==> src/hw/rtl/nbgf_fifo.sv <==
// ---------------------------------------------------------------------------
// nbgf_fifo - short flop-based queue
// Holds load beats between the front end and the back end.
// ---------------------------------------------------------------------------
`default_nettype none

module nbgf_fifo #(
  parameter int WIDTH = 8,
  parameter int DEPTH = 2
) (
  input  wire logic             clk,
  input  wire logic             rst_n,
  input  wire logic             push,
  input  wire logic [WIDTH-1:0] din,
  output logic                  full,
  input  wire logic             pop,
  output logic      [WIDTH-1:0] dout,
  output logic                  empty
);

  localparam int PW = (DEPTH > 1) ? $clog2(DEPTH) : 1;
  localparam int CW = $clog2(DEPTH + 1);

  logic [WIDTH-1:0] mem [DEPTH];
  logic [PW-1:0]    wr_r, rd_r;
  logic [CW-1:0]    cnt_r;

  assign full  = (cnt_r == CW'(DEPTH));
  assign empty = (cnt_r == '0);
  assign dout  = mem[rd_r];

  always_ff @(posedge clk) begin
    if (push && !full) begin
      mem[wr_r] <= din;
    end
  end

  always_ff @(posedge clk) begin
    if (!rst_n) begin
      wr_r  <= '0;
      rd_r  <= '0;
      cnt_r <= '0;
    end else begin
      if (push && !full) begin
        wr_r <= (wr_r == PW'(DEPTH - 1)) ? '0 : wr_r + 1'b1;
      end
      if (pop && !empty) begin
        rd_r <= (rd_r == PW'(DEPTH - 1)) ? '0 : rd_r + 1'b1;
      end
      cnt_r <= cnt_r + CW'(push && !full) - CW'(pop && !empty);
    end
  end

endmodule

`default_nettype wire

==> config.mk <==
export PLATFORM = sky130hd
export DESIGN_NAME = nbgf_fifo
export DESIGN_NICKNAME = d
export VERILOG_FILES = /design/src/hw/rtl/nbgf_fifo.sv
export SDC_FILE = /design/constraint.sdc
export NUM_CORES = 1
export LEC_CHECK = 0
export BUFFER_PORTS_ARGS = -buffer_cell sky130_fd_sc_hd__buf_2
export CORE_AREA = 2 2 44 46
export DETAILED_ROUTE_END_ITERATION = 16
export DIE_AREA = 0 0 46 48
export GPL_ROUTABILITY_DRIVEN = 0
export PLACE_DENSITY = 0.74
export SYNTH_ARGS = -nofsm -noshare
export SYNTH_HDL_FRONTEND = slang
export SYNTH_SLANG_ARGS = --single-unit
==> constraint.sdc <==
create_clock -name clk -period 1.9 [get_ports clk]
set_input_delay 0.19 -clock clk [delete_from_list [all_inputs] [get_ports clk]]
set_output_delay 0.19 -clock clk [all_outputs]
set_load 0.05 [all_outputs]
## Word level (Yosys, flattened, before mapping)

Memories as Yosys holds them, arrays and structs flattened. A register that Yosys moved wholly into a read port is not among the register bits.
Index checks and enable logic that the tools add are counted.

| storage, ports and cells | value |
|---|---|
| register bits | 4 |
| memory bits (writable) | 16 |
| bits of input ports | 12 |
| logic and storage cells | 20 |
| memories kept | 1 |

Memories:

| memory | depth | width | rd ports | clocked after Yosys merged registers in | write ports | RTL line | text |
|---|---|---|---|---|---|---|---|
| mem | 2 | 8 | 1 | 1 | 1 | 24 | `logic [WIDTH-1:0] mem [DEPTH];` |

| cells by class | value |
|---|---|
| add/sub/neg operators | 4 |
| equality and inequality tests | 1 |
| mux-type cells | 6 |
| reduce and logical (&&, ||, !) cells | 5 |

Operators by type and width:

| operator | count |
|---|---|
| two-way mux 1 bit | 6 |
| adder 1 bit (second input constant) | 2 |
| adder 2 x 1 -> 2 bit | 1 |
| equality test 2 bit (second input constant) | 1 |
| logical AND 1 bit | 2 |
| zero test 1 bit | 2 |
| zero test 2 bit | 1 |
| subtractor 2 x 1 -> 2 bit | 1 |

## Logic depth before layout (Yosys ltp)

Gate-level depths: netlist of run 1.

| logic depth | value |
|---|---|
| depth in word-level cells | 5 |
| gate-level depth with buffers | 8 |
| gate-level depth less buffers | 8 |

## Worst setup path before layout of run 1

Ideal clock, no wire load.

| timing path | value |
|---|---|
| path type | register to register |
| from | reg cnt_r[0] |
| to | reg cnt_r[1] |
| library setup time | 0.115 ns |
| data arrival time | 1.426 ns |
| required time | 1.785 ns |
| setup slack | 0.359 ns |
| stages on the path, launching flop included | 9 |
| path buffers | 0 |
| cells stage by stage | dfxtp_1 -> nand2b_1 -> nand2_1 -> ha_1 -> inv_1 -> ha_1 -> xnor2_1 -> xnor2_1 -> and2_1 |

| between the ends | value |
|---|---|
| word-level cells in the longest chain between the ends | 5 |
| elaborated cells on any way between the ends | 8 |

Ends and longest elaborated chain:

| element | RTL line | text |
|---|---|---|
| start, declared | 26 | `logic [CW-1:0] cnt_r;` |
| start signal, assigned | 50 | `cnt_r <= cnt_r + CW'(push && !full) - CW'(pop && !empty);` |
| equality test 2 bit | 28 | `assign full = (cnt_r == CW'(DEPTH));` |
| zero test 1 bit | 50 |  |
| logical AND 1 bit | 50 |  |
| adder 2 x 1 -> 2 bit | 50 |  |
| subtractor 2 x 1 -> 2 bit (*) | 50 |  |

Mark *: on every way between the ends. The rest lies on a longest branch, timed or not.
A chain may end at the register's enable or synchronous reset.

## Worst setup path after layout of run 1

Same ends and word-level chain as after synthesis.

==> results of run 1 <==
## report_power, final
group	total (mW)	leakage, nW	switching, mW	internal [mW]
clock	0.199	0.0150	0.118	0.0815
combinational	0.575	0.191	0.382	0.193
sequential	0.641	0.191	0.0568	0.584
total	1.42	0.397	0.557	0.858
## routing by layer
metal,routed length (um),vias to the layer above,share of wire (%),track usage [%]
met2,547,14,49,20.0
li1,-,231,-,-
met5,0,-,0,0
met4,10,0,0.89,8.57
met3,65,2,5.8,4.91
met1,502,232,45,13.5
## layout make-up
type                       instances  area, um2
sequential                        21        581
clock buffer                       4       26.3
multi-input combinational         26        219
fill                             141        722
inverter                           2       7.51
tap                               17       21.3
timing repair buffer              22        113
## worst max-delay path: stages, from the launching register on
cell	delay, ns
dfxtp_1	0.38
nand2b_1	0.15
nand2_1	0.11
ha_1	0.29
inv_1	0.04
ha_1	0.17
xnor2_1	0.14
xnor2_1	0.12
and2_1	0.15
## cell usage after synthesis
library cell / n
nor2b_1: 2
ha_1: 2
o21a_2: 1
mux2_2: 8
edfxtp_1: 16
nand2b_1: 2
xnor2_1: 3
and3_1: 1
inv_1: 2
and2_1: 2
buf_2: 1
nand2_1: 2
nor2_1: 2
dfxtp_1: 5
mux2i_1: 1
## final timing paths
| check | cells past startpoint | startpoint | slack [ns] | to |
|---|---|---|---|---|
| min | 1 | din[2] | 0.08 | mem[1][2] |
| max reg2reg | 8 | cnt_r[0] | 0.26 | cnt_r[1] |
| min reg2reg | 2 | wr_r | 0.51 | wr_r |
| max | 8 | cnt_r[0] | 0.26 | cnt_r[1] |
## per-stage QoR
| step | hold slack, ns | util (%) | std cells |
|---|---|---|---|
| global placement | 0.379 | 55.7 | 88 |
| CTS | 0.0685 | 57.3 | 92 |
| detailed placement | 0.383 | 55.7 | 88 |
| floorplan | 0.289 | - | 50 |
| global route | 0.0648 | 57.3 | 92 |
| finish | 0.0806 | 57.3 | 92 |
## cells by family after synthesis
family	count (synthesis)	synth area share, %
flip-flops	21	71.5
AND/OR/NAND/NOR	11	7.24
multiplexers	9	12.3
adder cells (fa/ha/maj)	2	3.08
buffers and inverters	3	1.54
XOR/XNOR	3	3.24
AO/OA/AOI/OAI	1	1.08
## registers in the layout, indices dropped and copies added (netlist names), named ones only
register / count
cnt_r: 2
mem: 16
rd_r: 1
wr_r: 1
## placed cells by master, fill, tap and decap left out, drive strengths merged
| cell type | synthesis | routed |
|---|---|---|
| buf | 1 | 22 |
| edfxtp | 16 | 16 |
| mux2 | 8 | 8 |
| dfxtp | 5 | 5 |
| clkbuf | 0 | 4 |
| xnor2 | 3 | 3 |
| nand2b | 2 | 2 |
| nand2 | 2 | 2 |
| nor2 | 2 | 2 |
| inv | 2 | 2 |
| nor2b | 2 | 2 |
| and2 | 2 | 2 |
| ha | 2 | 2 |
| o21a | 1 | 1 |
| and3 | 1 | 1 |
| mux2i | 1 | 1 |
==> parameters.txt, run 1 <==
Parameter                              Value

Status
  Status    finished clean

Routing
  Routed via count    479
  DR WL/cell    12.2 um
  Remaining design rule violation count    0
  Number of routed nets with antenna violations    0
  First-pass iteration count of the detailed router    2
  Vias per inst    5.21
  Wirelength, routed    1130 um
  Number of DRC violations after detailed-routing iteration 0    4

Layout
  Final #Nets    90
  Area of all placed cells without fillers    967 um2
  Antenna cells    0
  Area growth from synthesis to layout    19.1%
  Share of cells above drive strength 1    45.3%

STA
  Shortest clock period the worst path allows after layout    1.64 ns
  Worst slew margin    72.0%
  Final Skew    0.00501 ns
  Post-route clock period utilization    86.3%
  Count of pins over their slew limit    0
  RSZ-0062 raised after global routing    false
  Final setup violation count    0
  Setup tns final    0 ns
  Tightest Pin Transition    0.420 ns
  Total count of hold-check failures in the final report    0
  Achievable clock frequency    0.610 GHz
  Final WS setup    0.261 ns

Synth
  Cells after synthesis    50
  Sequential element share of the synthesized area    71.5%
  Area fraction of the dominant cell type after synthesis    59.2%
  Post-Synthesis Net Count    64
  Yosys warning count    0
  Yosys cell types    15
  Mean instance size in the synthesized netlist    16.2 um2
  Number of register bits inferred by synthesis    21
  Largest cells by area after synthesis    edfxtp_1, dfxtp_1, mux2_2, xnor2_1, ha_1
  Largest area contributor in the synthesized netlist    edfxtp_1
  Synthesized cell area    812 um2

Pwr
  Total power per unit cell area    1460 nW/um2
  Max VDD drop    0.000760 V
  Leak    0.397 nW
  Final Total Pwr    1.42 mW

Worst setup path
  Critical path capture point type    flip-flop
  Setup crit start kind    flip-flop
  Data arrival time at the worst-slack endpoint    1.83 ns
  Crit-path max FO    4
  Category of the most critical setup path    flip-flop to flip-flop
  Endpoint required time on the critical path    2.09 ns

Clock network
  # resized after CTS    0
  Clock tree sinks    21
  TritonCTS clock tree    built
  Clock Tree Buf Depth    2
  Hold bufs inserted after CTS    0
  Clock input transition at the sequential cells of the worst setup and hold paths    0.11 ns
  CTS Buf Count    3
  Post-CTS Setup Bufs    0
  Root buffer cell    clkbuf_4
  Source-to-sink clock delay at the later pin of the worst-skew pair    0.29 ns
  H-tree depth    1

GRT
  Global-route usage over all layers    12.4%
  Pin count of the biggest net entering global routing    12
  Vias in the first global route    441
  Final global-route overflow total    0
  Antenna violations before repair    0
  Wire length of the first global-routing pass    1800 um

Place
  Setup slack after placement    0.269 ns
  Placement Cell Area    941 um2
  Detailed placer's ending HPWL    817 um
  Buffers on Ports    21

Die
  Starting utilization of the core area    48.1%
  Number of rows created at floorplan    15
  Count of pins on the block boundary    22
  Overall die height    48 um
  Die width    46 um
  Area of the core    1690 um2
  Die ar.    2210 um2

Min path
  Min-Delay Path Class    input pin to flip-flop

Run
  Number of max-capacitance violations reported    0
Note: power is estimated with default switching activity, not from simulation.
==> run 2: changes to the inputs <==
CORE_AREA = 2 2 43 45   (was 2 2 44 46)
CTS_BUF_LIST = sky130_fd_sc_hd__clkbuf_4 sky130_fd_sc_hd__clkbuf_8   (was unset)
DIE_AREA = 0 0 45 47   (was 0 0 46 48)
PLACE_DENSITY = 0.77   (was 0.74)
RECOVER_POWER = 25   (was unset)
==> run 2 against run 1 <==
Effect of this change:
- maximum frequency shrank 0.95%
- clock power rose by 3%
- power rose by 0.27%
- die area down 4.2%
- critical endpoint unchanged
- register-to-register slack worse by 0.02 ns
- global-route usage fell by 0.27 points
- largest power group unchanged
==> parameters.txt, run 2 (synthesis results as in run 1) <==
Parameter                              Value

Status
  Status    finished clean (unchanged)

Layout
  Most common cell after layout, fill and taps aside    buf_2 (unchanged)
  Area growth from synthesis to layout    18.6% (was 19.1%)
  Antenna cells    0 (unchanged)
  Biggest registers after layout    mem x16, cnt_r x2 (unchanged)
  Top reg by flops    mem (unchanged)
  Share of cells above drive strength 1    41.3% (was 45.3%)
  Flip-flop count of the largest register, all copies and words added    16 (unchanged)
  Commonest cells after routing, fill and taps aside    buf_2, edfxtp_1, mux2_2, dfxtp_1, clkbuf_1 (was buf_2, edfxtp_1, mux2_2, dfxtp_1)
  Final standard cell utilization of the core    58.3% (was 57.3%)
  Final #Nets    90 (unchanged)

Die
  Starting utilization of the core area    49.2% (was 48.1%)
  Count of pins on the block boundary    22 (unchanged)
  Number of rows created at floorplan    15 (unchanged)
  Die width    45 um (was 46 um)
  Die ar.    2120 um2 (was 2210 um2)
  Area of the core    1650 um2 (was 1690 um2)
  Overall die height    47 um (was 48 um)

Routing
  Number of routed nets with antenna violations    0 (unchanged)
  Number of DRC violations after detailed-routing iteration 0    11 (was 4)
  DR WL/cell    13.1 um (was 12.2 um)
  Vias per inst    4.98 (was 5.21)
  Wirelength, routed    1200 um (was 1130 um)
  Remaining design rule violation count    0 (unchanged)
  First-pass iteration count of the detailed router    4 (was 2)
  Routed via count    458 (was 479)

Worst setup path
  Crit path cell chain    nand2b_1, nand2_1, ha_1, inv_1, ha_1, xnor2_1, xnor2_1, and2_1 (unchanged)
  Worst reg-to-reg setup slack    0.25 ns (was 0.26 ns)
  Highest cell delay on the worst timing path    0.39 ns (was 0.38 ns)
  FF-to-FF Start    cnt_r[0] (unchanged)
  Buffers and inverters on the worst path    1 (unchanged)
  Setup crit start kind    flip-flop (unchanged)
  Endpoint required time on the critical path    2.11 ns (was 2.09 ns)
  Crit-path max FO    4 (unchanged)
  Terminus of the critical flop-to-flop path    cnt_r[1] (unchanged)
  Category of the most critical setup path    flip-flop to flip-flop (unchanged)
  Reg2reg path depth    8 (unchanged)
  Cell type of the slowest stage on the worst timing path    dfxtp_1 (unchanged)
  Data arrival time at the worst-slack endpoint    1.86 ns (was 1.83 ns)
  Critical path capture point type    flip-flop (unchanged)
  Cell family with the largest share of critical-path delay    adder cells (unchanged)

STA
  Achievable clock frequency    0.604 GHz (was 0.610 GHz)
  Post-route clock period utilization    87.1% (was 86.3%)
  Setup tns final    0 ns (unchanged)
  Total count of hold-check failures in the final report    0 (unchanged)
  Worst slew margin    71.6% (was 72.0%)
  Final setup violation count    0 (unchanged)
  Tightest Pin Transition    0.426 ns (was 0.420 ns)
  RSZ-0062 raised after global routing    false (unchanged)
  Final Skew    0.00963 ns (was 0.00501 ns)
  Final hold slack    0.0734 ns (was 0.0806 ns)
  Count of pins over their slew limit    0 (unchanged)
  Shortest clock period the worst path allows after layout    1.65 ns (was 1.64 ns)

Pwr
  Leak    0.389 nW (was 0.397 nW)
  Total power per unit cell area    1470 nW/um2 (was 1460 nW/um2)
  Max VDD drop    0.000829 V (was 0.000760 V)

GRT
  Global-route usage over all layers    12.2% (was 12.4%)
  Vias in the first global route    387 (was 441)
  Antenna violations before repair    0 (unchanged)
  Grt peak-use layer    met2 (unchanged)
  Wire length of the first global-routing pass    1740 um (was 1800 um)
  Met3 Track Usage GR    3.46% (was 4.91%)
  Pin count of the biggest net entering global routing    13 (was 12)
  Final global-route overflow total    0 (unchanged)
  Fraction of met1 tracks used by global routing    13.9% (was 13.5%)
  Global Route met2 Usage    21.4% (was 20.0%)

Clock network
  H-tree depth    1 (unchanged)
  Source-to-sink clock delay at the later pin of the worst-skew pair    0.30 ns (was 0.29 ns)
  CTS Buf Count    3 (unchanged)
  Root buffer cell    clkbuf_4 (unchanged)
  TritonCTS clock tree    built (unchanged)
  Clock input transition at the sequential cells of the worst setup and hold paths    0.12 ns (was 0.11 ns)
  Post-CTS Setup Bufs    0 (unchanged)
  Clock tree sinks    21 (unchanged)
  # resized after CTS    0 (unchanged)
  Clock Tree Buf Depth    2 (unchanged)
  Hold bufs inserted after CTS    0 (unchanged)

Place
  Buffers on Ports    21 (unchanged)
  Detailed placer's ending HPWL    829 um (was 817 um)

Run
  Number of max-capacitance violations reported    0 (unchanged)

Min path
  Startpoint of the worst hold path    din[3] (was din[2])
  Worst Hold Endpoint    mem[1][3] (was mem[1][2])
  Min-Delay Path Class    input pin to flip-flop (unchanged)
  Number of cells traversed by the worst hold path    1 (unchanged)
## run 2: changes by cell type in the layout (fill, tap and decap cells not counted)
cell,before,now
buf_2,21,17
clkbuf_1,1,4
clkinv_2,0,1
## run 2: worst max-delay path by stage
stage,start,end,slack [ns],cells past startpoint
2_1_floorplan,cnt_r[0],cnt_r[1],0.36,8
3_3_place_gp,cnt_r[0],cnt_r[1],0.32,8
3_5_place_dp,cnt_r[0],cnt_r[1],0.27,8
4_1_cts,flip-flop,dout[5],0.25,2
5_1_grt,cnt_r[0],cnt_r[1],0.10,8
6_report,cnt_r[0],cnt_r[1],0.25,8
## run 2: layout make-up
class	count	area, um2
inverter	2	7.51
sequential	21	581
clock buffer	3	22.5
fill	142	688
tap	17	21.3
multi-input combinational	26	219
timing repair buffer	22	108
clock inverter	1	5.00
## run 2: where the power goes
group / leakage, nW / switching, mW / internal, mW
Sequential: 0.191 / 0.0536 / 0.584
Combinational: 0.180 / 0.387 / 0.191
Clock: 0.0177 / 0.126 / 0.0783
Total: 0.389 / 0.566 / 0.853
## run 2: worst register-to-register path, stage by stage, from the launching register on
cell and delay, ns:
dfxtp_1 0.39, nand2b_1 0.16, nand2_1 0.11, ha_1 0.29, inv_1 0.04, ha_1 0.18, xnor2_1 0.13, xnor2_1 0.12
and2_1 0.15
## run 2: metal layers
layer / vias to the layer above / part of all wire, %
met3: 2 / 4.7
li1: 228 / -
met2: 11 / 51
met5: - / 0
met4: 0 / 0.50
met1: 217 / 44
## run 2: metrics by stage
step	cells	area, um2	power (mW)	setup WS [ns]
3_3_place_gp	88	941	1.22	0.322
3_5_place_dp	88	941	1.23	0.269
6_report	92	963	1.42	0.245
2_1_floorplan	50	812	1.11	0.359
4_1_cts	92	968	1.43	0.249
5_1_grt	92	963	1.50	0.102
==> run 3: changes to the inputs <==
==> constraint.sdc (replaced) <==
create_clock -name clk -period 1.9 [get_ports clk]
set_input_delay 0.095 -clock clk [delete_from_list [all_inputs] [get_ports clk]]
set_output_delay 0.095 -clock clk [all_outputs]
set_load 0.05 [all_outputs]
==> run 3 against run 2 <==
Effect of this change:
- via count grew 6.3%
- setup slack improved by 0.0051 ns
- sequential power is essentially flat
- clock power about the same
- global-route usage grew 0.43 points
- first-iteration DRC count down 18%
- register-to-register slack about the same
- highest routed layer unchanged
==> parameters.txt, run 3 (synthesis results as in run 1) <==
Parameter                              Value

GRT
  Final global-route overflow total    0 (unchanged)
  Global-route usage over all layers    12.6% (was 12.2%)
  Pin count of the biggest net entering global routing    13 (unchanged)
  Antenna violations before repair    0 (unchanged)
  Wire length of the first global-routing pass    1810 um (was 1740 um)
  Vias in the first global route    421 (was 387)

Routing
  DR WL/cell    12.7 um (was 13.1 um)
  Number of routed nets with antenna violations    0 (unchanged)
  Remaining design rule violation count    0 (unchanged)
  Number of DRC violations after detailed-routing iteration 0    9 (was 11)
  First-pass iteration count of the detailed router    4 (unchanged)
  Routed via count    487 (was 458)
  Wirelength, routed    1270 um (was 1200 um)
  Vias per inst    4.87 (was 4.98)

Pwr
  Sequential share of power    44.6% (was 44.9%)
  Net Sw Frac    39.6% (was 39.9%)
  Max VDD drop    0.000828 V (was 0.000829 V)
  Final Total Pwr    1.43 mW (was 1.42 mW)
  Leak    0.422 nW (was 0.389 nW)
  Net switching power    0.566 mW (about the same)
  Total power per unit cell area    1370 nW/um2 (was 1470 nW/um2)
  Internal    0.864 mW (was 0.853 mW)
  Fraction of power consumed by the clock network    14.1% (was 14.4%)
  Combinational share of power    41.3% (was 40.7%)

Worst setup path
  Launching element of the worst setup path    cnt_r[0] (unchanged)
  Highest cell delay on the worst timing path    0.38 ns (was 0.39 ns)
  Crit path cell chain    nand2b_1, nand2_1, ha_1, inv_1, ha_1, xnor2_1, xnor2_1, and2_1 (unchanged)
  Data arrival time at the worst-slack endpoint    1.86 ns (about the same)
  Terminus of the critical flop-to-flop path    cnt_r[1] (unchanged)
  Critical Path End    cnt_r[1] (unchanged)
  Buffers and inverters on the worst path    1 (unchanged)
  Category of the most critical setup path    flip-flop to flip-flop (unchanged)
  Cell type of the slowest stage on the worst timing path    dfxtp_1 (unchanged)
  Endpoint required time on the critical path    2.11 ns (about the same)
  CP Depth    8 (unchanged)
  Crit-path max FO    4 (unchanged)
  Setup crit start kind    flip-flop (unchanged)
  Reg2reg path depth    8 (unchanged)
  Worst reg-to-reg setup slack    0.25 ns (about the same)
  FF-to-FF Start    cnt_r[0] (unchanged)
  Cell family with the largest share of critical-path delay    adder cells (unchanged)
  Critical path capture point type    flip-flop (unchanged)

Die
  Overall die height    47 um (unchanged)
  Count of pins on the block boundary    22 (unchanged)
  Die width    45 um (unchanged)
  Area of the core    1650 um2 (unchanged)
  Number of rows created at floorplan    15 (unchanged)
  Starting utilization of the core area    49.2% (unchanged)
  Die ar.    2120 um2 (unchanged)

STA
  Worst slew margin    72.0% (was 71.6%)
  Post-route clock period utilization    86.8% (was 87.1%)
  Count of pins over their slew limit    0 (unchanged)
  Tightest Pin Transition    0.421 ns (was 0.426 ns)
  Final Skew    0.0111 ns (was 0.00963 ns)
  Final setup violation count    0 (unchanged)
  Setup tns final    0 ns (unchanged)
  Achievable clock frequency    0.606 GHz (was 0.604 GHz)
  Shortest clock period the worst path allows after layout    1.65 ns (about the same)
  Total count of hold-check failures in the final report    0 (unchanged)
  RSZ-0062 raised after global routing    false (unchanged)

Layout
  Final standard cell utilization of the core    63.2% (was 58.3%)
  Final #Nets    98 (was 90)
  Most common cell after layout, fill and taps aside    buf_2 (unchanged)
  Area growth from synthesis to layout    28.5% (was 18.6%)
  Top reg by flops    mem (unchanged)
  Commonest cells after routing, fill and taps aside    buf_2, edfxtp_1, mux2_2, dlygate4sd3_1, dfxtp_1 (was buf_2, edfxtp_1, mux2_2, dfxtp_1, clkbuf_1)
  Antenna cells    0 (unchanged)
  Biggest registers after layout    mem x16, cnt_r x2 (unchanged)
  Share of cells above drive strength 1    37.3% (was 41.3%)
  Area of all placed cells without fillers    1040 um2 (was 963 um2)
  Flip-flop count of the largest register, all copies and words added    16 (unchanged)

Min path
  Min-Delay Path Class    input pin to flip-flop (unchanged)

Clock network
  H-tree depth    1 (unchanged)
  Root buffer cell    clkbuf_4 (unchanged)
  CTS Buf Count    3 (unchanged)
  TritonCTS clock tree    built (unchanged)
  Clock Tree Buf Depth    2 (unchanged)
  Post-CTS Setup Bufs    0 (unchanged)
  Clock tree sinks    21 (unchanged)
  Source-to-sink clock delay at the later pin of the worst-skew pair    0.29 ns (was 0.30 ns)
  Clock input transition at the sequential cells of the worst setup and hold paths    0.11 ns (was 0.12 ns)

Status
  Status    finished clean (unchanged)

Run
  Number of max-capacitance violations reported    0 (unchanged)

Place
  Placement Cell Area    941 um2 (unchanged)
  Detailed placer's ending HPWL    829 um (unchanged)
  Buffers on Ports    21 (unchanged)
-- run 3: cell types whose count changed in the layout (fill, tap and decap cells not counted) --
cell,change
dlygate4sd3_1,+8
-- run 3: power by group through the flow --
| stage | sequential, mW | clock [mW] | combinational, mW |
|---|---|---|---|
| after floorplan | 0.621 | 0 | 0.489 |
| after global placement | 0.646 | 0 | 0.572 |
| after detailed placement | 0.649 | 0 | 0.579 |
| after CTS | 0.639 | 0.212 | 0.594 |
| after global routing | 0.650 | 0.226 | 0.634 |
| final | 0.638 | 0.202 | 0.591 |
-- run 3: cell type report --
cell class              count  area (um2)
clock inverters             1        5.00
multi-input cells          26         219
clock buffers               3        22.5
inverters                   2        7.51
repair buffers             30         188
well taps                  17        21.3
fillers                   131         608
flip-flops and latches     21         581
-- run 3: worst min-delay path by stage --
| stage | start | endpoint | slack (ns) | depth (start not counted) |
|---|---|---|---|---|
| 3_5_place_dp | din[0] | mem[1][0] | 0.29 | 1 |
| 3_3_place_gp | din[1] | mem[0][1] | 0.28 | 1 |
| 2_1_floorplan | din[0] | mem[0][0] | 0.19 | 0 |
| 4_1_cts | rst_n | cnt_r[0] | 0.06 | 2 |
| 5_1_grt | rst_n | cnt_r[1] | 0.07 | 2 |
| 6_report | rst_n | cnt_r[0] | 0.07 | 2 |
-- run 3: metrics by stage --
| step | setup WS (ns) | instances | hold slack (ns) |
|---|---|---|---|
| final | 0.250 | 100 | 0.0705 |
| after global routing | 0.102 | 100 | 0.0669 |
| after CTS | 0.254 | 100 | 0.0591 |
| after detailed placement | 0.269 | 88 | 0.286 |
| after global placement | 0.322 | 88 | 0.283 |
| after floorplan | 0.359 | 50 | 0.194 |
-- run 3: metal layers --
metal | GRT usage, % | wire length, um
met2 | 22.3 | 626
met5 | 0 | 0
met3 | 3.46 | 71
met4 | 5.29 | 6
met1 | 14.4 | 563
-- run 3: what timing repair did --
item                                   in CTS  in global routing
gates resized for setup                     0                  0
endpoints found under the hold margin      16                  0
hold buffers                                8                  0
