==> src/hw/rtl/nbgf_pkg.sv <==
// ---------------------------------------------------------------------------
// nbgf_pkg - shared types and constants of the gravity force block
// Body record, queue entry, result record, register indexes and sequencer
// states used by the front end, the back end and the top level.
// ---------------------------------------------------------------------------
`default_nettype none

package nbgf_pkg;

  localparam int MAX_BODIES_DEF = 32;
  localparam int QUEUE_DEPTH    = 2;
  localparam int CNT_W          = 7;    // holds a body count of up to 127
  localparam int POS_W          = 30;
  localparam int MASS_W         = 32;
  localparam int FORCE_W        = 48;
  localparam int IDX_W          = 6;
  localparam int R2_W           = 62;   // squared separation
  localparam int ROOT_W         = 31;
  localparam int DIV_NUM_W      = 103;  // widest dividend, t * |d|
  localparam int DIV_DEN_W      = 62;   // widest divisor, r * r
  localparam int DIV_CNT_W      = 7;
  localparam int T_W            = 72;   // (G * mi * mj) >> 24, and t
  localparam int TERM_W         = 56;
  localparam int SUM_W          = 64;

  typedef enum logic [0:0] {
    REG_GRAVITY = 1'b0,
    REG_AXES    = 1'b1
  } reg_idx_t;

  typedef struct packed {
    logic [MASS_W-1:0] mass;
    logic [POS_W-1:0]  z;
    logic [POS_W-1:0]  y;
    logic [POS_W-1:0]  x;
  } body_t;

  localparam int BODY_W = $bits(body_t);

  typedef struct packed {
    body_t            body;
    logic             keep;   // written to the store
    logic             last;   // closes the set
    logic             ovf;    // some load of this set was dropped
    logic [CNT_W-1:0] n;      // bodies held after this beat
  } job_t;

  localparam int JOB_W = $bits(job_t);

  typedef struct packed {
    logic               last;
    logic               ovf;
    logic               sat;
    logic [FORCE_W-1:0] fz;
    logic [FORCE_W-1:0] fy;
    logic [FORCE_W-1:0] fx;
    logic [IDX_W-1:0]   idx;
  } result_t;

  typedef struct packed {
    logic [FORCE_W-1:0] v;
    logic               clip;
  } clamp_t;

  typedef enum logic [4:0] {
    S_IDLE, S_POP, S_RDI, S_GM, S_RDJ, S_DIFF, S_SQ, S_CHK, S_SQRT, S_RR,
    S_S0, S_S1, S_S2, S_TSTART, S_TDIV, S_AX, S_PMUL, S_MSTART, S_MDIV, S_EMIT
  } bstate_t;

  // Clamp a 64-bit signed sum into the 48-bit signed output range.
  function automatic clamp_t clamp48(input logic [SUM_W-1:0] s);
    clamp_t res;
    res.clip = 1'b0;
    res.v    = s[FORCE_W-1:0];
    if ($signed(s) > $signed({{(SUM_W-FORCE_W+1){1'b0}}, {(FORCE_W-1){1'b1}}})) begin
      res.v    = {1'b0, {(FORCE_W-1){1'b1}}};
      res.clip = 1'b1;
    end else if ($signed(s) < $signed({{(SUM_W-FORCE_W+1){1'b1}}, {(FORCE_W-1){1'b0}}})) begin
      res.v    = {1'b1, {(FORCE_W-1){1'b0}}};
      res.clip = 1'b1;
    end
    return res;
  endfunction

endpackage

`default_nettype wire

==> src/hw/rtl/nbgf_front.sv <==
// ---------------------------------------------------------------------------
// nbgf_front - load classifier
// Counts the bodies of a set, marks beats beyond capacity as dropped and
// queues every beat for the back end.
// ---------------------------------------------------------------------------
`default_nettype none

module nbgf_front #(
  parameter int MAX_BODIES = nbgf_pkg::MAX_BODIES_DEF
) (
  input  wire logic                 clk,
  input  wire logic                 rst_n,
  input  wire logic                 three_axes,
  input  wire logic                 in_tvalid,
  output logic                      in_tready,
  input  wire nbgf_pkg::body_t      in_body,
  input  wire logic                 in_last,
  output logic                      q_push,
  output nbgf_pkg::job_t            q_job,
  input  wire logic                 q_full
);

  import nbgf_pkg::*;

  logic [CNT_W-1:0] count_r, count_nxt;
  logic             ovf_r, ovf_nxt;
  logic             keep, accept;

  assign in_tready = !q_full;
  assign accept    = in_tvalid && !q_full;
  assign keep      = (count_r < CNT_W'(MAX_BODIES));

  always_comb begin
    q_job        = '0;
    q_job.body   = in_body;
    if (!three_axes) begin
      q_job.body.z = '0;
    end
    q_job.keep   = keep;
    q_job.last   = in_last;
    q_job.ovf    = ovf_r || !keep;
    q_job.n      = count_r + CNT_W'(keep);
    q_push       = accept;
  end

  always_comb begin
    count_nxt = count_r;
    ovf_nxt   = ovf_r;
    if (accept) begin
      if (in_last) begin
        count_nxt = '0;
        ovf_nxt   = 1'b0;
      end else begin
        count_nxt = count_r + CNT_W'(keep);
        ovf_nxt   = ovf_r || !keep;
      end
    end
  end

  always_ff @(posedge clk) begin
    if (!rst_n) begin
      count_r <= '0;
      ovf_r   <= 1'b0;
    end else begin
      count_r <= count_nxt;
      ovf_r   <= ovf_nxt;
    end
  end

endmodule

`default_nettype wire

==> config.mk <==
export PLATFORM = sky130hd
export DESIGN_NAME = nbgf_front
export DESIGN_NICKNAME = d
export VERILOG_FILES = /design/src/hw/rtl/nbgf_pkg.sv /design/src/hw/rtl/nbgf_front.sv
export SDC_FILE = /design/constraint.sdc
export NUM_CORES = 1
export LEC_CHECK = 0
export BUFFER_PORTS_ARGS = -buffer_cell sky130_fd_sc_hd__buf_4
export CAP_MARGIN = 20
export CORE_AREA = 2 2 102 104
export CTS_BUF_LIST = sky130_fd_sc_hd__clkbuf_2 sky130_fd_sc_hd__clkbuf_4 sky130_fd_sc_hd__clkbuf_8
export DETAILED_ROUTE_END_ITERATION = 8
export DIE_AREA = 0 0 104 106
export PLACE_DENSITY = 0.6
export SETUP_SLACK_MARGIN = 0.02
export SYNTH_ARGS = -nofsm -noshare
export SYNTH_HDL_FRONTEND = slang
export SYNTH_SLANG_ARGS = --single-unit
==> constraint.sdc <==
create_clock -name clk -period 2 [get_ports clk]
set_input_delay 0 -clock clk [delete_from_list [all_inputs] [get_ports clk]]
set_output_delay 0 -clock clk [all_outputs]
set_load 0.01 [all_outputs]
# --- Yosys cells after proc, flatten, opt, wreduce, memory -nomap -nowiden ---
# Index checks and enable logic that the tools add are counted.
totals:
  register_bits: 8
  input_bits: 128
  output_inout_bits: 134
classes:
  add_sub_neg: 1
  n_lt_le_gt_ge: 1
  n_mux: 3
  n_reduce_logical: 4
ops:
  columns: ["operator", "count"]
  rows:
  - ["$mux 30", 1]
  - ["$add 7x1->7", 1]
  - ["$lt 7x6->1 const B", 1]
  - ["$mux 7", 1]
  - ["$logic_not 1->1", 2]
  - ["$logic_and 1x1->1", 1]
  - ["$logic_or 1x1->1", 1]
  - ["$mux 1", 1]

# --- Logic depth before layout (Yosys ltp) ---
# Gate-level depths: netlist (run 1).
depth:
  word_depth: 4
  depth_mapped: 6
  ltp_nobuf: 6

# --- Least setup slack after synthesis (run 1) ---
# Ideal clock, no wire load.
synth_timing:
  kind: "reg2reg"
  from: "register count_r[5]"
  to: "register count_r[6]"
  setup_time_ns: 0.070
  arrival_ns: 1.670
  path_slack_ns: 0.260
  stages_incl_launch_ff: 7
  synth_period_minus_slack_ns: 1.740
  cell_sequence: "dfxtp_1 nor2_1 ha_1 ha_1 nand3_1 or4_1 a21boi_1"
synth_via:
  elab_chain_cells: 3
synth_rtl:
  columns: ["element", "line_no", "source"]
  rows:
  - ["start, declared", "nbgf_front.sv:25", "logic [CNT_W-1:0] count_r, count_nxt;"]
  - ["start signal, assigned", "nbgf_front.sv:65", "count_r <= count_nxt;"]
  - ["$lt 7x6->1", "nbgf_front.sv:31", "assign keep = (count_r < CNT_W'(MAX_BODIES));"]
  - ["via keep", "nbgf_front.sv:27", "logic keep, accept;"]
  - ["$add 7x1->7", "nbgf_front.sv:54", "count_nxt = count_r + CNT_W'(keep);"]
  - ["$mux 7", "nbgf_front.sv:50", "if (in_last) begin"]
# The timed path passes the listed nets, and every way through them passes these cells.
# A chain may end at the register's enable or synchronous reset.

==> results of run 1 <==
-- final timing paths --
kind / end / start / slack [ns]
max: q_job[6] / count_r[5] / 0.15
min: q_job[108] / in_body[98] / 0.000004
max reg2reg: count_r[6] / count_r[5] / 0.15
min reg2reg: count_r[0] / count_r[0] / 0.46
-- cell usage in the layout (no fill, tap or decap), types with 2 or more instances in the layout --
cell type / instances
nor2_1: 3
xnor2_1: 2
or3_1: 3
nand2b_1: 2
a21boi_1: 7
and2_1: 30
nand3b_1: 3
ha_2: 2
inv_1: 2
clkbuf_8: 3
o311ai_1: 2
nand3_1: 2
dfxtp_1: 8
xor2_1: 3
o21ai_0: 2
or4_1: 2
buf_4: 78
a31oi_1: 2
nand2_1: 5
-- per-layer routing --
| layer | track usage | routed length, µm | up-vias |
|---|---|---|---|
| met5 | 0 | 0 | - |
| met2 | 0.0752 | 1410 | 75 |
| met1 | 0.0565 | 1130 | 442 |
| met3 | 0.0411 | 495 | 39 |
| li1 | - | - | 446 |
| met4 | 0.0492 | 240 | 0 |
-- what timing repair did --
item                       in CTS  in global routing
buffers inserted                0                  0
hold buffers                    0                  0
resized for setup               0                  3
setup endpoints to repair       0                  2
-- flip-flops by register name, indices dropped and copies added, names as in the netlist --
| signal | count |
|---|---|
| count_r | 7 |
| ovf_r | 1 |
-- stage by stage --
step / utilization / total power [mW] / worst slack, ns
2_1_floorplan: - / 0.419 / 0.260
3_3_place_gp: 0.141 / 0.342 / 0.199
3_5_place_dp: 0.141 / 0.343 / 0.170
4_1_cts: 0.145 / 0.544 / 0.119
5_1_grt: 0.146 / 0.568 / 0.0296
6_report: 0.146 / 0.536 / 0.146
-- cell type report --
cell class	count	area, µm²	share of cell area
timing repair buffer	78	586	0.402
multi-input combinational	73	490	0.337
tap	136	170	0.117
sequential	8	160	0.110
clock buffer	3	41.3	0.0284
inverter	2	7.51	0.00516
-- power by group through the flow --
| stage | Clock [mW] | Combinational, mW | Sequential [mW] |
|---|---|---|---|
| after floorplan | 0 | 0.254 | 0.165 |
| after global placement | 0 | 0.177 | 0.165 |
| after detailed placement | 0 | 0.178 | 0.165 |
| after CTS | 0.203 | 0.179 | 0.162 |
| after global routing | 0.214 | 0.192 | 0.162 |
| final | 0.197 | 0.177 | 0.162 |
-- cells by family after synthesis --
group	count (synthesis)	share of synthesized area
simple gates	52	0.227
xor+xnor	5	0.0319
flops	8	0.116
fa+ha+maj	2	0.0182
buf+inv	100	0.532
compound gates	14	0.0746
==> results.sh, run 1 <==
export IMPL_synth_avg_cell_area_um2=7.60
export IMPL_max_vdd_ir_drop_uv=219
export IMPL_finalMaxSlewViolations=0
export IMPL_final_instance_count_excl_fill=300
export IMPL_finalCriticalPeriod_ns=1.85
export IMPL_design_area_um2=1460
export IMPL_drv_cap=0
export IMPL_overflow=0
export IMPL_clock_skew_ns=0.000399
export IMPL_areaGrowthSynthToFinish_pct=5.82
export IMPL_synth_edff_count=0
export IMPL_layout_drive_gt1_share=0.518
export IMPL_startpoint_type="register"
export IMPL_clk_path_buf_depth=2
export IMPL_path_max_fanout=6
export IMPL_die_w_um=104
export IMPL_synth_area_leaders="buf_4 52%, and2_1 14%, dfxtp_1 12%"
export IMPL_clockPowerShare=0.367
export IMPL_port_buffers=77
export IMPL_track_usage=0.0559
export IMPL_required_ns=2.00
export IMPL_worst_path_buf_inv=1
export IMPL_hold_viol_final=0
export IMPL_std_cell_rows=37
export IMPL_p_comb_frac=0.331
export IMPL_clkLatencyLatePin_ns=0.23
export IMPL_drc=0
export IMPL_pin_count=262
export IMPL_rsz0062_at_grt="false"
export IMPL_coreArea_um2=10000
export IMPL_path_class="reg2out"
export IMPL_async_flop_share=0
export IMPL_pwr_density_cell_nw_per_um2=369
export IMPL_synth_flop_cell="dfxtp_1"
export IMPL_synth_cells=181
export IMPL_initial_core_util=0.138
export IMPL_switching_share=0.252
export IMPL_place_hpwl_um=2690
export IMPL_period_share=0.927
export IMPL_grt_pass1_vias=948
export IMPL_cts_tree="yes"
export IMPL_synth_area_um2=1380
export IMPL_ys_seq_area_frac=0.116
export IMPL_ys_ff_latch=8
export IMPL_synth_common_cells="95 x buf_4, 30 x and2_1, 8 x dfxtp_1"
export IMPL_crit_arrival_ns=1.85
export IMPL_p_seq_frac=0.302
export IMPL_wl_per_cell_um=10.9
export IMPL_crit_family="simple AND/OR/NAND/NOR gates"
export IMPL_dieArea_um2=11000
export IMPL_slew_limit_headroom=0.781
export IMPL_tightest_slew_ns=0.329
export IMPL_switchingPower_uw=135
export IMPL_grt_max_degree=31
export IMPL_die_h_um=106
export IMPL_cpMostUsedCell="ha_2"
export IMPL_fmax_mhz=539
export IMPL_vias=1002
export IMPL_cts_made_buffers=3
export IMPL_hold_path_depth=0
export IMPL_worst_path_stages=7
export IMPL_worstPathCellList="nor2_2 -> ha_2 -> ha_2 -> nand3_1 -> nor2_1 -> xor2_1 -> buf_4"
export IMPL_antenna_found_initial=0
export IMPL_whs_ns=0.00000392
export IMPL_outcome="finished clean"
export IMPL_gp_congestion=0.732
export IMPL_nFillCells=1175
export IMPL_hold_class="in2out"
export IMPL_setup_tns_ns=0
export IMPL_routed_wl_um=3280
export IMPL_placedCellCount=297
export IMPL_htreeDepth=1
export IMPL_power_leakage_nw=0.676
export IMPL_synthMostInstantiatedCell="buf_4"
export IMPL_cts_sinks=8
export IMPL_cp_slowest_cell="dfxtp_1"
export IMPL_syn_nets=311
export IMPL_ys_types=21
export IMPL_synth_area_leader_cell="buf_4"
export IMPL_clkSlewWorstSetupHoldPaths_ns=0.04
export IMPL_fin_nets=296
export IMPL_grt_pass1_wl_um=5000
export IMPL_synth_top_area_frac=0.519
export IMPL_vias_per_cell=3.34
export IMPL_ant_nets=0
export IMPL_cpPeakStageDelay_ns=0.36
export IMPL_yosys_warnings=0
export IMPL_dpl_cell_area_um2=1410
export IMPL_root_buffer="clkbuf_8"
export IMPL_setup_viol=0
export IMPL_rr_worst_depth=6
export IMPL_drt_iter0_drc=27
export IMPL_cp_end_kind="output port"
export IMPL_intPower_uw=401
export IMPL_antenna_cells=0
export IMPL_firstDrtPassIters=4
Power figures use the tool's default switching activity.
==> run 2, diff against run 1 <==
--- a/config.mk
+++ b/config.mk
@@ -7,11 +7,11 @@
 export LEC_CHECK = 0
 export BUFFER_PORTS_ARGS = -buffer_cell sky130_fd_sc_hd__buf_4
 export CAP_MARGIN = 20
-export CORE_AREA = 2 2 102 104
+export CORE_AREA = 2 2 100 102
 export CTS_BUF_LIST = sky130_fd_sc_hd__clkbuf_2 sky130_fd_sc_hd__clkbuf_4 sky130_fd_sc_hd__clkbuf_8
 export DETAILED_ROUTE_END_ITERATION = 8
-export DIE_AREA = 0 0 104 106
-export PLACE_DENSITY = 0.6
+export DIE_AREA = 0 0 102 104
+export PLACE_DENSITY = 0.62
 export SETUP_SLACK_MARGIN = 0.02
 export SYNTH_ARGS = -nofsm -noshare
 export SYNTH_HDL_FRONTEND = slang
==> run 2 against run 1 <==
Worst hold slack about the same. Sequential power about the same. Routed wire length up 30%. Clock skew up 0.0013 ns. Count of clock-buffer cells in the layout unchanged. Maximum frequency up 0.61%. Clock power up 2%. Die area down 3.8%. Largest cell class unchanged.
==> results.sh, run 2 (synthesized netlist as in run 1, its figures left out) <==
export IMPL_route_met2_wl_um=2020
export IMPL_dieArea_um2=10600
export IMPL_firstDrtPassIters=4
export IMPL_cts_made_buffers=3
export IMPL_final_common_cell="buf_4"
export IMPL_cpPeakStageDelay_ns=0.35
export IMPL_drt_iter0_drc=30
export IMPL_hold_class="in2out"
export IMPL_ant_nets=0
export IMPL_power_uw=552
export IMPL_track_usage=0.0740
export IMPL_layout_common_cells="78 x buf_4, 30 x and2_1, 7 x a21boi_1"
export IMPL_cp_end_kind="output port"
export IMPL_period_share=0.921
export IMPL_nFillCells=1114
export IMPL_grt_max_degree=31
export IMPL_fin_nets=296
export IMPL_areaGrowthSynthToFinish_pct=6.82
export IMPL_max_vdd_ir_drop_uv=281
export IMPL_cts_tree="yes"
export IMPL_path_class="reg2out"
export IMPL_vias=1032
export IMPL_worstPathCellList="nor2_4 -> ha_4 -> ha_2 -> nand3_1 -> buf_4 -> nor2_1 -> xor2_1 -> buf_4"
export IMPL_antenna_cells=0
export IMPL_post_cts_buffers=0
export IMPL_final_instance_count_excl_fill=297
export IMPL_top_register="count_r"
export IMPL_slew_limit_headroom=0.782
export IMPL_ctsHoldBuffers=0
export IMPL_clkSlewWorstSetupHoldPaths_ns=0.04
export IMPL_placedCellCount=294
export IMPL_clkLatencyLatePin_ns=0.23
export IMPL_coreArea_um2=9550
export IMPL_vias_per_cell=3.47
export IMPL_tightest_slew_ns=0.327
export IMPL_setup_viol=0
export IMPL_grt_pass1_vias=1074
export IMPL_final_util=0.154
export IMPL_drv_cap=0
export IMPL_root_buffer="clkbuf_8"
export IMPL_drc=0
export IMPL_routed_wl_um=4260
export IMPL_cts_sinks=8
export IMPL_wl_per_cell_um=14.4
export IMPL_path_max_fanout=6
export IMPL_grt_pass1_wl_um=6050
export IMPL_wl_met1_um=1530
export IMPL_pwr_density_cell_nw_per_um2=376
export IMPL_gp_congestion=0.775
export IMPL_overflow=0
export IMPL_hold_viol_final=0
export IMPL_layout_drive_gt1_share=0.530
export IMPL_finalMaxSlewViolations=0
export IMPL_cpMostUsedCell="buf_4"
export IMPL_finalCriticalPeriod_ns=1.84
export IMPL_die_w_um=102
export IMPL_pin_count=262
export IMPL_initial_core_util=0.144
export IMPL_required_ns=2.00
export IMPL_std_cell_rows=36
export IMPL_die_h_um=104
export IMPL_fmax_mhz=543
export IMPL_outcome="finished clean"
export IMPL_clock_skew_ns=0.00172
export IMPL_power_leakage_nw=0.682
export IMPL_cp_slowest_cell="dfxtp_2"
export IMPL_port_buffers=77
export IMPL_setup_tns_ns=0
export IMPL_antenna_found_initial=0
export IMPL_htreeDepth=1
export IMPL_clk_path_buf_depth=2
export IMPL_largestRegisters="count_r: 7 flops, ovf_r: 1 flops"
export IMPL_rsz0062_at_grt="false"
export IMPL_crit_arrival_ns=1.84
export IMPL_highest_layer="met4"
export IMPL_wl_met3_um=527
export IMPL_startpoint_type="register"
export IMPL_largest_reg_flops=7
run 2: changes by cell type in the layout (fill, tap and decap cells not counted):
cell     previous run  this run
nor2_4              0         1
ha_4                0         1
dfxtp_2             0         2
dfxtp_1             8         6
ha_2                2         1
nor2_2              1         0
run 2: repair_timing:
| item | CTS | global route |
|---|---|---|
| gates resized for setup | 1 | 6 |
| pin swaps | 0 | 0 |
| endpoints found under the hold margin | 0 | 0 |
| endpoints found under the setup margin | 1 | 2 |
run 2: final cells by class:
cell class | instances | area, µm² | share of cell area
clock buffer | 3 | 41.3 | 0.0281
sequential | 8 | 163 | 0.111
multi-input combinational | 73 | 505 | 0.344
tap | 133 | 166 | 0.113
timing repair buffer | 78 | 586 | 0.399
inverter | 2 | 7.51 | 0.00511
run 2: through the flow:
step	setup slack, ns	area, µm²	hold slack (ns)
floorplan	0.260	1380	0.0435
global placement	0.246	1400	0.0000686
detailed placement	0.164	1400	0.0000686
CTS	0.0210	1450	0.0000686
global route	0.0260	1470	0.0000150
finish	0.157	1470	0.00000392
run 2: worst max-delay path: cells and delay by family (launching register included):
family                   cells  cell delay, ns
AND/OR/NAND/NOR              3            0.39
flip-flops                   1            0.35
adder cells (fa/ha/maj)      2            0.35
buffers and inverters        2            0.32
XOR/XNOR                     1            0.19
run 2: path summary, 6_finish.rpt:
path,cells past startpoint,slack [ns],end,start
min,0,0.000004,q_job[42],in_body[32]
min reg2reg,2,0.49,count_r[1],count_r[1]
max reg2reg,6,0.30,count_r[6],count_r[5]
max,8,0.16,q_job[6],count_r[5]
run 2: power by group:
part	internal [mW]	switching [mW]	leakage [nW]
logic	0.111	0.0781	0.595
clock network	0.131	0.0696	0.0216
registers	0.161	0.00131	0.0656
total	0.403	0.149	0.682
run 2: per-layer routing:
| metal | global-route usage | vias to the layer above |
|---|---|---|
| met5 | 0 | - |
| met4 | 0.0457 | 0 |
| met3 | 0.0316 | 31 |
| met2 | 0.117 | 77 |
| met1 | 0.0804 | 477 |
| li1 | - | 447 |
==> run 3, diff against run 2 <==
--- a/config.mk
+++ b/config.mk
@@ -5,7 +5,7 @@
 export SDC_FILE = /design/constraint.sdc
 export NUM_CORES = 1
 export LEC_CHECK = 0
-export BUFFER_PORTS_ARGS = -buffer_cell sky130_fd_sc_hd__buf_4
+export BUFFER_PORTS_ARGS = -buffer_cell sky130_fd_sc_hd__buf_2
 export CAP_MARGIN = 20
 export CORE_AREA = 2 2 100 102
 export CTS_BUF_LIST = sky130_fd_sc_hd__clkbuf_2 sky130_fd_sc_hd__clkbuf_4 sky130_fd_sc_hd__clkbuf_8
@@ -16,3 +16,4 @@
 export SYNTH_ARGS = -nofsm -noshare
 export SYNTH_HDL_FRONTEND = slang
 export SYNTH_SLANG_ARGS = --single-unit
+export TNS_END_PERCENT = 50
==> run 3 against run 2 <==
Non-clock buffer count up 1. First-iteration DRC count fell by 3.3%. Clock skew up 0.0013 ns.
==> results.sh, run 3 (synthesized netlist as in run 1, its figures left out) <==
export IMPL_outcome="finished clean"
export IMPL_std_cell_rows=36
export IMPL_path_class="reg2out"
export IMPL_pin_count=262
export IMPL_path_max_fanout=5
export IMPL_routed_wl_um=4080
export IMPL_setup_viol=0
export IMPL_top_register="count_r"
export IMPL_final_common_cell="buf_2"
export IMPL_max_vdd_ir_drop_uv=198
export IMPL_die_h_um=104
export IMPL_required_ns=2.00
export IMPL_antenna_found_initial=0
export IMPL_clkLatencyLatePin_ns=0.23
export IMPL_startpoint_type="register"
export IMPL_finalCriticalPeriod_ns=1.77
export IMPL_vias_per_cell=3.46
export IMPL_firstDrtPassIters=4
export IMPL_ant_nets=0
export IMPL_clock_skew_ns=0.00304
export IMPL_finalMaxSlewViolations=0
export IMPL_grt_pass1_wl_um=5640
export IMPL_crit_arrival_ns=1.77
export IMPL_cp_end_kind="output port"
export IMPL_hold_viol_final=0
export IMPL_place_hpwl_um=3440
export IMPL_dieArea_um2=10600
export IMPL_drv_cap=0
export IMPL_clkSlewWorstSetupHoldPaths_ns=0.04
export IMPL_cts_made_buffers=3
export IMPL_pwr_density_cell_nw_per_um2=397
export IMPL_tightest_slew_ns=0.351
export IMPL_hold_class="in2out"
export IMPL_slew_limit_headroom=0.766
export IMPL_fmax_mhz=564
export IMPL_coreArea_um2=9550
export IMPL_whs_ns=0.00000393
export IMPL_areaGrowthSynthToFinish_pct=-7.01
export IMPL_antenna_cells=0
export IMPL_clk_path_buf_depth=2
export IMPL_gp_congestion=0.819
export IMPL_layout_drive_gt1_share=0.533
export IMPL_die_w_um=102
export IMPL_period_share=0.887
export IMPL_track_usage=0.0686
export IMPL_nFillCells=1125
export IMPL_grt_max_degree=31
export IMPL_cts_tree="yes"
export IMPL_setup_tns_ns=0
export IMPL_root_buffer="clkbuf_8"
export IMPL_initial_core_util=0.144
export IMPL_drc=0
export IMPL_grt_pass1_vias=1035
export IMPL_layout_common_cells="77 x buf_2, 30 x and2_1, 7 x a21boi_1"
export IMPL_largestRegisters="count_r: 7 flops, ovf_r: 1 flops"
export IMPL_cts_sinks=8
export IMPL_largest_reg_flops=7
export IMPL_drt_iter0_drc=29
export IMPL_fin_nets=297
export IMPL_wl_per_cell_um=13.7
export IMPL_rrSetupSlack_ns=0.34
export IMPL_port_buffers=77
export IMPL_power_leakage_nw=0.636
export IMPL_vias=1032
export IMPL_htreeDepth=1
export IMPL_preCtsSetupSlack_ns=0.205
export IMPL_rsz0062_at_grt="false"
export IMPL_worst_slack_ns=0.227
export IMPL_overflow=0
run 3: path summary, 6_finish.rpt:
kind,startpoint,endpoint,cells after the start
worst min-delay path,in_body[51],q_job[61],0
worst max-delay path,count_r[6],q_job[6],8
worst min register to register,count_r[0],count_r[0],2
worst max register to register,count_r[6],count_r[6],6
run 3: what timing repair did:
item / 4_1_cts / 5_1_grt
endpoints found under the hold margin: 0 / 0
gates resized for setup: 0 / 6
hold buffers: 0 / 0
setup endpoints to repair: 0 / 1
buffers inserted: 0 / 1
run 3: final cells by class:
cell class,instances,area [µm²],share of cell area
flip-flops and latches,8,163,0.127
repair buffers,79,400,0.313
clock buffers,3,41.3,0.0323
multi-input cells,73,500,0.391
inverters,2,7.51,0.00587
well taps,133,166,0.130
run 3: metal layers:
layer / track usage / part of all wire / vias up
met4: 0.0429 / 0.046 / 0
met2: 0.107 / 0.46 / 84
met3: 0.0276 / 0.11 / 32
met5: 0 / 0 / -
li1: - / - / 453
met1: 0.0764 / 0.38 / 463
run 3: where the power goes:
group	switching, mW	leakage, nW	internal [mW]
Clock	0.0662	0.0216	0.131
Sequential	0.000811	0.0656	0.161
Combinational	0.0766	0.549	0.0719
Total	0.144	0.636	0.364
run 3: worst max-delay path, cell delays in order, from the launching register on:
cell and delay [ns]:
dfxtp_2 0.34, nor2_2 0.14, ha_2 0.22, ha_4 0.14
nand3_1 0.09, buf_4 0.17, nor2_1 0.12, xor2_1 0.16
buf_2 0.16
run 3: per-stage QoR:
stage          power [mW]  cell area (µm²)  std cells  utilization
4_1_cts             0.512             1250        297        0.131
3_5_place_dp        0.313             1210        294        0.127
6_report            0.507             1280        298        0.134
5_1_grt             0.530             1280        298        0.134
2_1_floorplan       0.419             1380        181            -
3_3_place_gp        0.313             1210        294        0.127
